`src/rtl/rlcfd_pkg.sv`:
```
// shared types and constants for the rgb led chain frame driver
`default_nettype none

package rlcfd_pkg;

	localparam int LED_COUNT = 16;
	localparam int IDX_W     = (LED_COUNT > 1) ? $clog2(LED_COUNT) : 1;
	localparam int WORD_CNT  = LED_COUNT + 2;
	localparam int WCNT_W    = $clog2(WORD_CNT);
	localparam int WORD_W    = 32;
	localparam int BIT_CNT_W = $clog2(WORD_W);
	localparam int COLOR_W   = 24;

	localparam logic [7:0] HEADER_BYTE = 8'hFF;

	typedef enum logic [1:0] {
		FUNC_WRITE   = 2'd0,
		FUNC_READ    = 2'd1,
		FUNC_CLEAR   = 2'd2,
		FUNC_REFRESH = 2'd3
	} func_t;

	typedef struct packed {
		func_t       func;
		logic [7:0]  led_index;
		logic [7:0]  red_level;
		logic [7:0]  green_level;
		logic [7:0]  blue_level;
	} cmd_t;

	typedef struct packed {
		logic [WORD_W-1:0] frame_word;
		logic              is_frame;
		logic              last;
		logic [7:0]        read_red;
		logic [7:0]        read_green;
		logic [7:0]        read_blue;
		logic              index_bad;
	} rsp_t;

	typedef struct packed {
		logic busy;
		logic done;
	} shift_stat_t;

endpackage

`default_nettype wire

```
`src/rtl/rgb_led_chain_frame_driver_unit.sv`:
```
// top level: colour store, command sequencer and frame output for an rgb led chain
// write goes through a write state before its response state; read, clear and bad index go straight to it
// refresh when dirty gives LED_COUNT + 2 words, each sent through the 32-bit serial shifter
// refresh when clean gives no word and the next command is taken in the following cycle
// one command at a time; the next is taken while a finished word waits on rsp
// reset clears per-led nonzero flags and dirty, so every led reads as zero until written
`default_nettype none

module rgb_led_chain_frame_driver_unit (
	input  logic                clk,
	input  logic                arst_n,
	input  logic                cmd_valid,
	output logic                cmd_stall,
	input  rlcfd_pkg::cmd_t     cmd,
	output logic                rsp_valid,
	input  logic                rsp_stall,
	output rlcfd_pkg::rsp_t     rsp
);

	typedef enum logic [2:0] {
		ST_IDLE,
		ST_WRITE,
		ST_RESP,
		ST_READ,
		ST_LOAD,
		ST_SHIFT,
		ST_PUSH
	} state_t;

	localparam logic [rlcfd_pkg::WCNT_W-1:0] END_IDX =
		rlcfd_pkg::WCNT_W'(rlcfd_pkg::LED_COUNT + 1);
	localparam logic [rlcfd_pkg::WCNT_W-1:0] LED_END =
		rlcfd_pkg::WCNT_W'(rlcfd_pkg::LED_COUNT);
	localparam logic [7:0] LED_LIMIT = 8'(rlcfd_pkg::LED_COUNT);

	state_t                            state_q;
	rlcfd_pkg::cmd_t                   cmd_q;
	logic [rlcfd_pkg::LED_COUNT-1:0]   nz_q;
	logic                              dirty_q;
	logic [rlcfd_pkg::WCNT_W-1:0]      wcnt_q;
	rlcfd_pkg::rsp_t                   rsp_q;
	logic                              rsp_valid_q;

	logic [rlcfd_pkg::COLOR_W-1:0]     mem_q [rlcfd_pkg::LED_COUNT];
	logic [rlcfd_pkg::COLOR_W-1:0]     mem_rd_q;

	logic                              accept;
	logic                              out_free;
	logic                              rsp_load;
	logic                              in_good;
	logic                              cmd_good;
	logic [rlcfd_pkg::IDX_W-1:0]       in_idx;
	logic [rlcfd_pkg::IDX_W-1:0]       cmd_idx;
	logic [rlcfd_pkg::WCNT_W-1:0]      led_sel;
	logic [rlcfd_pkg::IDX_W-1:0]       led_idx;
	logic                              led_word;
	logic [rlcfd_pkg::COLOR_W-1:0]     new_color;
	logic [rlcfd_pkg::COLOR_W-1:0]     cmd_stored;
	logic [rlcfd_pkg::COLOR_W-1:0]     led_stored;
	logic                              changed;
	logic                              mem_we;
	logic                              mem_re;
	logic [rlcfd_pkg::IDX_W-1:0]       mem_ra;
	logic                              sh_load;
	logic [rlcfd_pkg::WORD_W-1:0]      sh_word;
	logic [rlcfd_pkg::WORD_W-1:0]      sh_rx;
	rlcfd_pkg::shift_stat_t            sh_stat;
	rlcfd_pkg::rsp_t                   single_rsp;
	rlcfd_pkg::rsp_t                   frame_rsp;

	assign cmd_stall = (state_q != ST_IDLE);
	assign accept    = cmd_valid && !cmd_stall;
	assign out_free  = !rsp_valid_q || !rsp_stall;
	assign rsp_load  = ((state_q == ST_RESP) || (state_q == ST_PUSH)) && out_free;

	assign in_good  = cmd.led_index < LED_LIMIT;
	assign cmd_good = cmd_q.led_index < LED_LIMIT;
	assign in_idx   = cmd.led_index[rlcfd_pkg::IDX_W-1:0];
	assign cmd_idx  = cmd_q.led_index[rlcfd_pkg::IDX_W-1:0];
	assign led_sel  = wcnt_q - 1'b1;
	assign led_idx  = led_sel[rlcfd_pkg::IDX_W-1:0];
	assign led_word = (wcnt_q != '0) && (wcnt_q <= LED_END);

	// colour layout matches the frame word: blue, green, red
	assign new_color  = {cmd_q.blue_level, cmd_q.green_level, cmd_q.red_level};
	assign cmd_stored = nz_q[cmd_idx] ? mem_rd_q : '0;
	assign led_stored = nz_q[led_idx] ? mem_rd_q : '0;
	assign changed    = (cmd_stored != new_color);

	assign mem_we = (state_q == ST_WRITE) && changed;
	assign mem_re = (accept && in_good) || ((state_q == ST_READ) && led_word);
	assign mem_ra = (state_q == ST_READ) ? led_idx : in_idx;

	always_ff @(posedge clk) begin
		if (mem_we) begin
			mem_q[cmd_idx] <= new_color;
		end
		if (mem_re) begin
			mem_rd_q <= mem_q[mem_ra];
		end
	end

	assign sh_load = (state_q == ST_LOAD);

	always_comb begin
		if (wcnt_q == '0) begin
			sh_word = '0;
		end else if (wcnt_q == END_IDX) begin
			sh_word = '1;
		end else begin
			sh_word = {rlcfd_pkg::HEADER_BYTE, led_stored};
		end
	end

	rlcfd_shift u_shift (
		.clk     (clk),
		.arst_n  (arst_n),
		.load    (sh_load),
		.word    (sh_word),
		.stat    (sh_stat),
		.rx_word (sh_rx)
	);

	always_comb begin
		single_rsp      = '0;
		single_rsp.last = 1'b1;
		if (cmd_q.func == rlcfd_pkg::FUNC_WRITE || cmd_q.func == rlcfd_pkg::FUNC_READ) begin
			single_rsp.index_bad = !cmd_good;
		end
		if (cmd_q.func == rlcfd_pkg::FUNC_READ && cmd_good) begin
			single_rsp.read_blue  = cmd_stored[23:16];
			single_rsp.read_green = cmd_stored[15:8];
			single_rsp.read_red   = cmd_stored[7:0];
		end
	end

	always_comb begin
		frame_rsp            = '0;
		frame_rsp.frame_word = sh_rx;
		frame_rsp.is_frame   = 1'b1;
		frame_rsp.last       = (wcnt_q == END_IDX);
	end

	always_ff @(posedge clk or negedge arst_n) begin
		if (!arst_n) begin
			state_q     <= ST_IDLE;
			cmd_q       <= '0;
			nz_q        <= '0;
			dirty_q     <= 1'b0;
			wcnt_q      <= '0;
			rsp_q       <= '0;
			rsp_valid_q <= 1'b0;
		end else begin
			if (rsp_load) begin
				rsp_valid_q <= 1'b1;
			end else if (!rsp_stall) begin
				rsp_valid_q <= 1'b0;
			end
			unique case (state_q)
				ST_IDLE: begin
					if (cmd_valid) begin
						cmd_q <= cmd;
						unique case (cmd.func)
							rlcfd_pkg::FUNC_WRITE: begin
								state_q <= in_good ? ST_WRITE : ST_RESP;
							end
							rlcfd_pkg::FUNC_READ: begin
								state_q <= ST_RESP;
							end
							rlcfd_pkg::FUNC_CLEAR: begin
								dirty_q <= dirty_q | (|nz_q);
								nz_q    <= '0;
								state_q <= ST_RESP;
							end
							rlcfd_pkg::FUNC_REFRESH: begin
								if (dirty_q) begin
									wcnt_q  <= '0;
									state_q <= ST_READ;
								end
							end
							default: begin
								state_q <= ST_IDLE;
							end
						endcase
					end
				end
				ST_WRITE: begin
					if (changed) begin
						nz_q[cmd_idx] <= |new_color;
						dirty_q       <= 1'b1;
					end
					state_q <= ST_RESP;
				end
				ST_RESP: begin
					if (out_free) begin
						rsp_q   <= single_rsp;
						state_q <= ST_IDLE;
					end
				end
				ST_READ: begin
					state_q <= ST_LOAD;
				end
				ST_LOAD: begin
					state_q <= ST_SHIFT;
				end
				ST_SHIFT: begin
					if (sh_stat.done) begin
						state_q <= ST_PUSH;
					end
				end
				ST_PUSH: begin
					if (out_free) begin
						rsp_q <= frame_rsp;
						if (wcnt_q == END_IDX) begin
							dirty_q <= 1'b0;
							state_q <= ST_IDLE;
						end else begin
							wcnt_q  <= wcnt_q + 1'b1;
							state_q <= ST_READ;
						end
					end
				end
				default: begin
					state_q <= ST_IDLE;
				end
			endcase
		end
	end

	assign rsp_valid = rsp_valid_q;
	assign rsp       = rsp_q;

	a_done_in_shift: assert property (@(posedge clk) disable iff (!arst_n)
		sh_stat.done |-> (state_q == ST_SHIFT))
		else $error("shifter finished outside shift phase");

	a_wcnt_range: assert property (@(posedge clk) disable iff (!arst_n)
		(state_q == ST_PUSH) |-> (wcnt_q <= END_IDX))
		else $error("frame word count out of range");

	a_end_clears_dirty: assert property (@(posedge clk) disable iff (!arst_n)
		(state_q == ST_PUSH && out_free && wcnt_q == END_IDX) |=> !dirty_q)
		else $error("dirty still set after end word");

	a_same_color_keeps_dirty: assert property (@(posedge clk) disable iff (!arst_n)
		(state_q == ST_WRITE && !changed) |=> (dirty_q == $past(dirty_q)))
		else $error("unchanged colour altered dirty");

	a_busy_no_accept: assert property (@(posedge clk) disable iff (!arst_n)
		sh_stat.busy |-> cmd_stall)
		else $error("command taken while shifting");

endmodule

`default_nettype wire

```
`src/rtl/rlcfd_shift.sv`:
```
// bit-serial frame shifter: sends a word msb first and collects it back one bit per clock
`default_nettype none

module rlcfd_shift (
	input  logic                            clk,
	input  logic                            arst_n,
	input  logic                            load,
	input  logic [rlcfd_pkg::WORD_W-1:0]    word,
	output rlcfd_pkg::shift_stat_t          stat,
	output logic [rlcfd_pkg::WORD_W-1:0]    rx_word
);

	localparam logic [rlcfd_pkg::BIT_CNT_W-1:0] LAST_BIT =
		rlcfd_pkg::BIT_CNT_W'(rlcfd_pkg::WORD_W - 1);

	logic [rlcfd_pkg::WORD_W-1:0]    tx_q;
	logic [rlcfd_pkg::WORD_W-1:0]    rx_q;
	logic [rlcfd_pkg::BIT_CNT_W-1:0] cnt_q;
	logic                            busy_q;
	logic                            done_q;

	always_ff @(posedge clk or negedge arst_n) begin
		if (!arst_n) begin
			busy_q <= 1'b0;
			done_q <= 1'b0;
			cnt_q  <= '0;
		end else begin
			done_q <= 1'b0;
			if (load) begin
				busy_q <= 1'b1;
				cnt_q  <= '0;
			end else if (busy_q) begin
				cnt_q <= cnt_q + 1'b1;
				if (cnt_q == LAST_BIT) begin
					busy_q <= 1'b0;
					done_q <= 1'b1;
				end
			end
		end
	end

	// serial data line: msb of tx feeds the collector
	always_ff @(posedge clk) begin
		if (load) begin
			tx_q <= word;
		end else if (busy_q) begin
			tx_q <= {tx_q[rlcfd_pkg::WORD_W-2:0], 1'b0};
			rx_q <= {rx_q[rlcfd_pkg::WORD_W-2:0], tx_q[rlcfd_pkg::WORD_W-1]};
		end
	end

	assign stat.busy = busy_q;
	assign stat.done = done_q;
	assign rx_word   = rx_q;

endmodule

`default_nettype wire
```
`config.mk`:
```
export PLATFORM = sky130hd
export DESIGN_NAME = rgb_led_chain_frame_driver_unit
export DESIGN_NICKNAME = d
export VERILOG_FILES = /design/src/rtl/rlcfd_pkg.sv /design/src/rtl/rgb_led_chain_frame_driver_unit.sv /design/src/rtl/rlcfd_shift.sv
export SDC_FILE = /design/constraint.sdc
export NUM_CORES = 1
export LEC_CHECK = 0
export BUFFER_PORTS_ARGS = -buffer_cell sky130_fd_sc_hd__buf_4
export CORE_MARGIN = 1
export CORE_UTILIZATION = 40
export DETAILED_ROUTE_END_ITERATION = 8
export GPL_ROUTABILITY_DRIVEN = 0
export PLACE_DENSITY = 0.62
export RECOVER_POWER = 50
export SKIP_CTS_REPAIR_TIMING = 1
export SLEW_MARGIN = 20
export SYNTH_ARGS = -nofsm -noshare
export SYNTH_HDL_FRONTEND = slang
export SYNTH_HIERARCHICAL = 1
export SYNTH_SLANG_ARGS = --single-unit
```
`constraint.sdc`:
```
create_clock -name clk -period 13.1 [get_ports clk]
set_clock_uncertainty 0.05 [all_clocks]
set_input_delay 0.655 -clock clk [delete_from_list [all_inputs] [get_ports clk]]
set_output_delay 0.655 -clock clk [all_outputs]
set_load 0.05 [all_outputs]
```
# After elaboration in Yosys (flattened, before gate mapping)
# Memories as Yosys holds them, arrays and structs flattened. A register that Yosys moved wholly into a read port is not among the register bits.
# Cells that the tools add are included.
totals:
  ff_bits: 190
  ramBits: 384
  inputBits: 38
  out_inout_bits: 61
  n_memories: 1
memory_table:
  columns: ["memory", "depth", "word_bits", "rd", "rd_ports_with_merged_regs", "write_ports", "line", "text"]
  rows:
  - ["mem_q", 16, 24, 1, 1, 1, "rgb_led_chain_frame_driver_unit.sv:44", "logic [rlcfd_pkg::COLOR_W-1:0] mem_q [rlcfd_pkg::LED_COUNT];"]
classes:
  addsub: 3
  order_cmp: 6
  eq_ne: 25
  mux: 56
  bitwise_logic: 2
  n_reduce_logical: 37
op_table:
  columns: ["operator", "count"]
  rows:
  - ["$mux W59", 2]
  - ["$pmux W59 S2", 1]
  - ["$mux W24", 4]
  - ["$mux W32", 3]
  - ["$mux W16", 3]
  - ["$mux W5", 7]
  - ["$pmux W16 S2", 1]
  - ["$ne A24 B24 Y1", 1]
  - ["$reduce_or A24 Y1", 1]
  - ["$pmux W3 S7", 1]
  - ["$mux W1", 19]
  - ["$bwmux W16", 1]
  - ["$lt A8 B5 Y1 const B", 2]
  - ["$reduce_or A16 Y1", 1]
  - ["$mux W3", 5]
  - ["$ne A2 B2 Y1 const B", 7]
  - ["$reduce_and A6 Y1", 2]
  - ["$add A5 B1 Y5 const B", 2]
  - ["$eq A5 B5 Y1 const B", 2]
  - ["$lt A4 B5 Y1 const B", 2]
  - ["$pmux W5 S2", 1]
  - ["$eq A3 B3 Y1 const B", 3]
  - ["$pmux W3 S3", 1]
  - ["$bmux W1 S4", 2]
  - ["other kinds (29)", 55]

# Longest topological paths before layout
# Gate-level depths: netlist of the first run.
depth:
  depth_word: 7
  depth_mapped: 12
  depth_no_buf: 8

# Hierarchy
# The synthesis of the first run kept the hierarchy.
by_module_without_submodules:
  columns: ["module", "n_inst", "cells_per_inst", "area_per_inst_um2", "seq_area_each_um2"]
  rows:
  - ["rgb_led_chain_frame_driver_unit", 1, 1280, 21835.9, 15229.6]
  - ["rlcfd_shift", 1, 131, 2656.3, 2097.0]

# Least setup slack after synthesis of the first run
# Ideal clock, no wire load.
synth_timing:
  path_kind: "reg-to-reg"
  startpoint: "reg cmd_q, in the netlist cmd_idx[0]"
  endpoint: "mem mem_q[10][0] in the netlist's numbering (enable)"
  setup_ps: 435
  arrival_time_ps: 3839
  required_ps: 12615
  slack_ps: 8776
  path_stages_with_launch: 12
  path_buffers: 3
  synth_period_minus_slack_ps: 4324
  cell_sequence: "dfrtp_1 -> buf_4 -> or2_4 -> o22ai_2 -> nor2_2 -> o311a_1 -> o22ai_1 -> nor4_4 -> and2_1 -> buf_2 -> buf_4 -> nor3_1"
synth_via:
  elab_chain_len: 7
synth_lines:
  columns: ["element", "line", "text"]
  rows:
  - ["start: declaration", "rgb_led_chain_frame_driver_unit.sv:37", "rlcfd_pkg::cmd_t cmd_q;"]
  - ["start signal: assignment", "rgb_led_chain_frame_driver_unit.sv:162", "cmd_q <= cmd;"]
  - ["$bmux W1 S4", "rgb_led_chain_frame_driver_unit.sv:86", "assign cmd_stored = nz_q[cmd_idx] ? mem_rd_q : '0;"]
  - ["$mux W1 (implied by the code)", "rgb_led_chain_frame_driver_unit.sv:86", null]
  - ["$mux W24", "rgb_led_chain_frame_driver_unit.sv:86", null]
  - ["$ne A24 B24 Y1", "rgb_led_chain_frame_driver_unit.sv:88", "assign changed = (cmd_stored != new_color);"]
  - ["$logic_and A1 B1 Y1", "rgb_led_chain_frame_driver_unit.sv:90", "assign mem_we = (state_q == ST_WRITE) && changed;"]
  - ["$mux W1", "rgb_led_chain_frame_driver_unit.sv:95", "if (mem_we) begin"]
  - ["$mux W1 (implied by the code)", "rgb_led_chain_frame_driver_unit.sv:96", "mem_q[cmd_idx] <= new_color;"]
  - ["end: declaration", "rgb_led_chain_frame_driver_unit.sv:44", null]
# Parallel ways exist; a longest one is shown, timed or not. The select of a mux whose other input is x is not followed.

==> results of run 1 <==
state kept, by name, summed over array words and instances, names as in the netlist:
name	flops
mem_q	384
cmd_q	30
u_shift/done_q	1
u_shift/busy_q	1
u_shift/tx_q	32
nz_q	16
u_shift/rx_word	32
mem_rd_q	24
rsp_valid	1
rsp	59
u_shift/cnt_q	5
wcnt_q	5
dirty_q	1
state_q	3
cmd_idx	4
metal layers:
metal,part of all wire,vias to the layer above
li1,-,5902
met1,0.43,6991
met2,0.49,395
met3,0.049,82
met4,0.025,0
met5,0,-
worst paths after layout:
check                                              start                            end  slack (ns)  cells after the start
setup / recovery                                  arst_n          cmd_q[11]$_DFFE_PN0P_        7.34                      2
hold / removal                                    cmd[7]           cmd_q[7]$_DFFE_PN0P_        0.20                      2
setup reg to reg                  cmd_idx[3]$_DFFE_PN0P_         mem_q[8][16]$_DFFE_PP_        8.45                      9
hold reg to reg            u_shift/rx_word[21]$_DFFE_PP_  u_shift/rx_word[22]$_DFFE_PP_        0.40                      0
max in group clk                  cmd_idx[3]$_DFFE_PN0P_         mem_q[8][16]$_DFFE_PP_        8.45                      9
min in group asynchronous                         arst_n            rsp[53]$_DFFE_PN0P_        1.49                      1
report_power, final:
group | switching (mW) | internal (mW) | leakage [nW] | total (mW)
clock | 0.746 | 0.977 | 0.962 | 1.72
combinational | 0.866 | 0.572 | 2.71 | 1.44
sequential | 0.412 | 2.56 | 6.03 | 2.98
area by class of cell:
cell class / instances / area, um2 / share of cell area
Inverter: 11 / 41.3 / 0.00147
Clock inverter: 44 / 403 / 0.0144
Tap cell: 782 / 978 / 0.0349
Multi-Input combinational cell: 717 / 6860 / 0.245
Sequential cell: 598 / 17300 / 0.618
Timing Repair Buffer: 139 / 820 / 0.0292
Clock buffer: 71 / 1600 / 0.0569
placed cells by master (no fill, tap or decap), drive strengths merged, types with 36 or more instances in the layout:
master  instances
dfrtp         126
edfxtp        472
mux2i          36
nor2           69
mux4          101
buf            74
a22o           56
a21oi          64
clkbuf        136
mux2           66
nand2          37
through the flow:
stage / worst slack [ns] / power [mW]
finish: 7.34 / 6.14
global route: 6.04 / 6.41
CTS: 8.58 / 6.24
detailed placement: 8.59 / 4.51
global placement: 8.33 / 4.46
floorplan: 8.78 / 3.98
==> reports/results.ini, run 1 <==
[outcome]
status=finished with violations
failed_checks=capacitance limit, slew limit

[timing]
period_share=0.439
worstMarginPinSlew_ns=4.32
setup_violations=0
finalMaxSlewViolations=233
period_needed_ns=5.76
relSlewSlack=-1.88
finalHoldViolCount=0
max_freq_ghz=0.174
whs_ns=0.201
rsz0062_at_grt=no
fin_tns_setup_ns=0

[global_routing]
grt_max_degree=81
met3_usage=0.0263
grtUsageMet1=0.244
gr-max-usage-layer=met2
grt_pass1_wl_mm=85.5
grtUsageMet2=0.309
antenna_found_initial=0
grt_pass1_vias=13600
grt-ovfl-total=0
grt_use_total=0.182

[clock_tree]
cts_max_level=2
cts_sinks=598
cts_max_path_buffers=3
clk_pin_slew_ns=0.06
clock-root-buffer=clkbuf_16
insertion_delay_ns=0.64
cts_made_buffers=61
cts_tree=done

[final_layout]
drive_gt1_frac=0.245
diodes=0
nFillCells=5161
finalNetCount=1573
area_growth_pct=14.5
postLayoutCoreUtil=0.463
fin_area_mm2=0.0280
final_cells=2362

[pwr]
power.leakage_nw=9.70
power-per-cell-area_mw_per_mm2=219
vdd.ir_drop.worst_v=0.000101

[setup_path]
arrival_ns=5.85
worstPathMaxFanout=80
crit_required_ns=13.19
crit_top_cell=clkbuf_1
worstSetupStartpointType=input port
crit_slowest_cell=clkbuf_1
worstPathCellList=clkbuf_1, clkbuf_1
worstSetupEndpointType=asynchronous set/reset pin
crit_type=in -> async
path_buf_inv=2
cpPeakStageDelay_ns=2.98
cp_top_family=buffers and inverters

[job]
maxCapViolations=4

[placed_design]
hpwl_mm=33.9
place_inst=2247
placement.cell_area_mm2=0.0263
numPortBuffers=98

[floorplanning]
coreArea_mm2=0.0605
pin_count=99
start_util=0.405
die_area_mm2=0.0622
num_rows=90
die_h_um=249
die_w_um=249

[hold_path]
hold_class=in -> reg

[synth]
synth_fp_nets=1455
syn_inst=1410
syn_avg_cell_area_um2=17.4
syn-cell-area_mm2=0.0245
synth-warning-count=6

[route]
drt_iter0_markers=875
dr.pass1.iters=5
route.vias.total=13400
routed_wl_mm=56.2
wl_per_cell_um=23.8
ant_nets=0
drc=0
avgViaCountPerCell=5.66

(Power assumes the default switching activity.)
==> run 2, diff against run 1 <==
--- a/config.mk
+++ b/config.mk
@@ -10,7 +10,7 @@
 export CORE_UTILIZATION = 40
 export DETAILED_ROUTE_END_ITERATION = 8
 export GPL_ROUTABILITY_DRIVEN = 0
-export PLACE_DENSITY = 0.62
+export PLACE_DENSITY = 0.64
 export RECOVER_POWER = 50
 export SKIP_CTS_REPAIR_TIMING = 1
 export SLEW_MARGIN = 20
==> constraint.sdc (replaced) <==
create_clock -name clk -period 4.8 [get_ports clk]
set_clock_uncertainty 0.05 [all_clocks]
set_input_delay 0.24 -clock clk [delete_from_list [all_inputs] [get_ports clk]]
set_output_delay 0.24 -clock clk [all_outputs]
set_load 0.05 [all_outputs]
==> reports/results.ini, run 2 (same netlist as run 1, synthesis figures left out) <==
[outcome]
status=finished with violations
failed_checks=capacitance limit, slew limit

[timing]
relSlewSlack=-0.581
worstMarginPinSlew_ns=2.37
finalHoldViolCount=0
period_needed_ns=4.16
rsz0062_at_grt=no
fin_tns_setup_ns=0
finalMaxSlewViolations=162
max_freq_ghz=0.240
period_share=0.867
setup_violations=0
finalWorstSetupSlack_ns=0.637

[route]
route.vias.total=13700
avgViaCountPerCell=5.69
wl_met1_mm=24.7
wl_per_cell_um=23.8
wl_met2_mm=27.9
dr.pass1.iters=5
routed_wl_mm=57.4
ant_nets=0
drc=0
top_layer=met4
drt_iter0_markers=1151
wl_met3_mm=3.69

[hold_path]
hold_class=in -> reg

[final_layout]
postLayoutCoreUtil=0.472
final_cells=2413
drive_gt1_frac=0.239
largest_register=mem_q
largest_reg_flops=384
mostFrequentLayoutCells=472 x edfxtp_1, 126 x dfrtp_1, 101 x mux4_2
area_growth_pct=16.5
diodes=0
final_common_cell=edfxtp_1
fin_area_mm2=0.0285
finalNetCount=1625

[global_routing]
grt_max_degree=97
grt_pass1_wl_mm=86.3
grt-ovfl-total=0
grt_use_total=0.184
grt_pass1_vias=13500
antenna_found_initial=0

[pwr]
p_sw_mw=5.54
power-per-cell-area_mw_per_mm2=590
p_seq_frac=0.474
p_int_mw=11.3
combinationalPowerShare=0.255
power.leakage_nw=9.94
pwr-share-clk=0.271
vdd.ir_drop.worst_v=0.000284
swShare=0.329

[clock_tree]
insertion_delay_ns=0.63
cts_sinks=598
clock-root-buffer=clkbuf_16
cts_max_level=2
cts_tree=done
clk_pin_slew_ns=0.06
cts_max_path_buffers=3
cts_made_buffers=59

[setup_path]
worstPathMaxFanout=15
crit_type=reg -> reg
worstSetupStartpointType=register
arrival_ns=4.42
worstSetupEndpointType=register
crit_required_ns=5.05

[floorplanning]
num_rows=90
start_util=0.405
coreArea_mm2=0.0605
die_h_um=249
die_w_um=249
die_area_mm2=0.0622
pin_count=99

[placed_design]
dp_worst_setup_slack_ns=0.735
numPortBuffers=98
placement.cell_area_mm2=0.0265
hpwl_mm=34.5
place_inst=2264

[job]
maxCapViolations=3

==> run 2: cell types whose count changed in the layout (fill, tap and decap cells not counted), moves of 4 or more <==
cell	delta
clkbuf_8	+4
buf_4	+6
clkinv_1	+6
clkbuf_1	+6
dlygate4sd3_1	+36
clkinvlp_4	-6
buf_12	+7
==> run 2: critical path, stage by stage (launching register included) <==
cell	delay (ns)
dfrtp_1	0.51
and2_4	0.25
a22oi_2	0.50
nand3_2	0.35
a2bb2o_1	0.37
a22oi_1	0.21
nor3_2	0.15
and2_1	0.19
nor3_2	0.83
buf_4	0.41
==> run 2: layout make-up <==
type / count / area [um2]
inverters: 11 / 41.3
well taps: 782 / 978
fillers: 5060 / 31900
clock buffers: 75 / 1590
multi-input cells: 717 / 6870
repair buffers: 193 / 1390
flip-flops and latches: 598 / 17300
clock inverters: 37 / 344
==> run 2: worst paths after layout <==
| kind | startpoint | end | slack (ns) | cells past startpoint |
|---|---|---|---|---|
| worst max-delay path | cmd_idx[1]$_DFFE_PN0P_ | mem_q[10][4]$_DFFE_PP_ | 0.64 | 9 |
| worst min-delay path | cmd_valid | state_q[1]$_DFFE_PN0P_ | 0.19 | 5 |
| worst max register to register | cmd_idx[1]$_DFFE_PN0P_ | mem_q[10][4]$_DFFE_PP_ | 0.64 | 9 |
| worst min register to register | u_shift/tx_q[31]$_DFFE_PP_ | u_shift/rx_word[0]$_DFFE_PP_ | 0.39 | 0 |
| max in group asynchronous | arst_n | rsp[4]$_DFFE_PN0P_ | 1.77 | 3 |
| min in group asynchronous | arst_n | rsp[46]$_DFFE_PN0P_ | 0.83 | 2 |
==> run 2: routing by layer <==
metal / track usage / vias up
met2: 0.302 / 512
li1: - / 6011
met1: 0.255 / 7132
met5: 0 / -
met3: 0.0299 / 80
met4: 0.0494 / 0
==> run 2: power groups by stage <==
stage	clock network (mW)	logic (mW)	registers, mW
after CTS	4.67	4.40	7.99
after global routing	4.86	4.58	8.12
after detailed placement	0	4.38	8.08
final	4.56	4.28	7.97
after floorplan	0	2.71	8.14
after global placement	0	4.31	8.03
==> run 2: per-stage QoR <==
stage          power [mW]  hold WS [ns]
2_1_floorplan        10.9        -0.106
3_3_place_gp         12.3         0.344
3_5_place_dp         12.5         0.349
4_1_cts              17.0        -0.319
5_1_grt              17.6         0.212
6_report             16.8         0.191
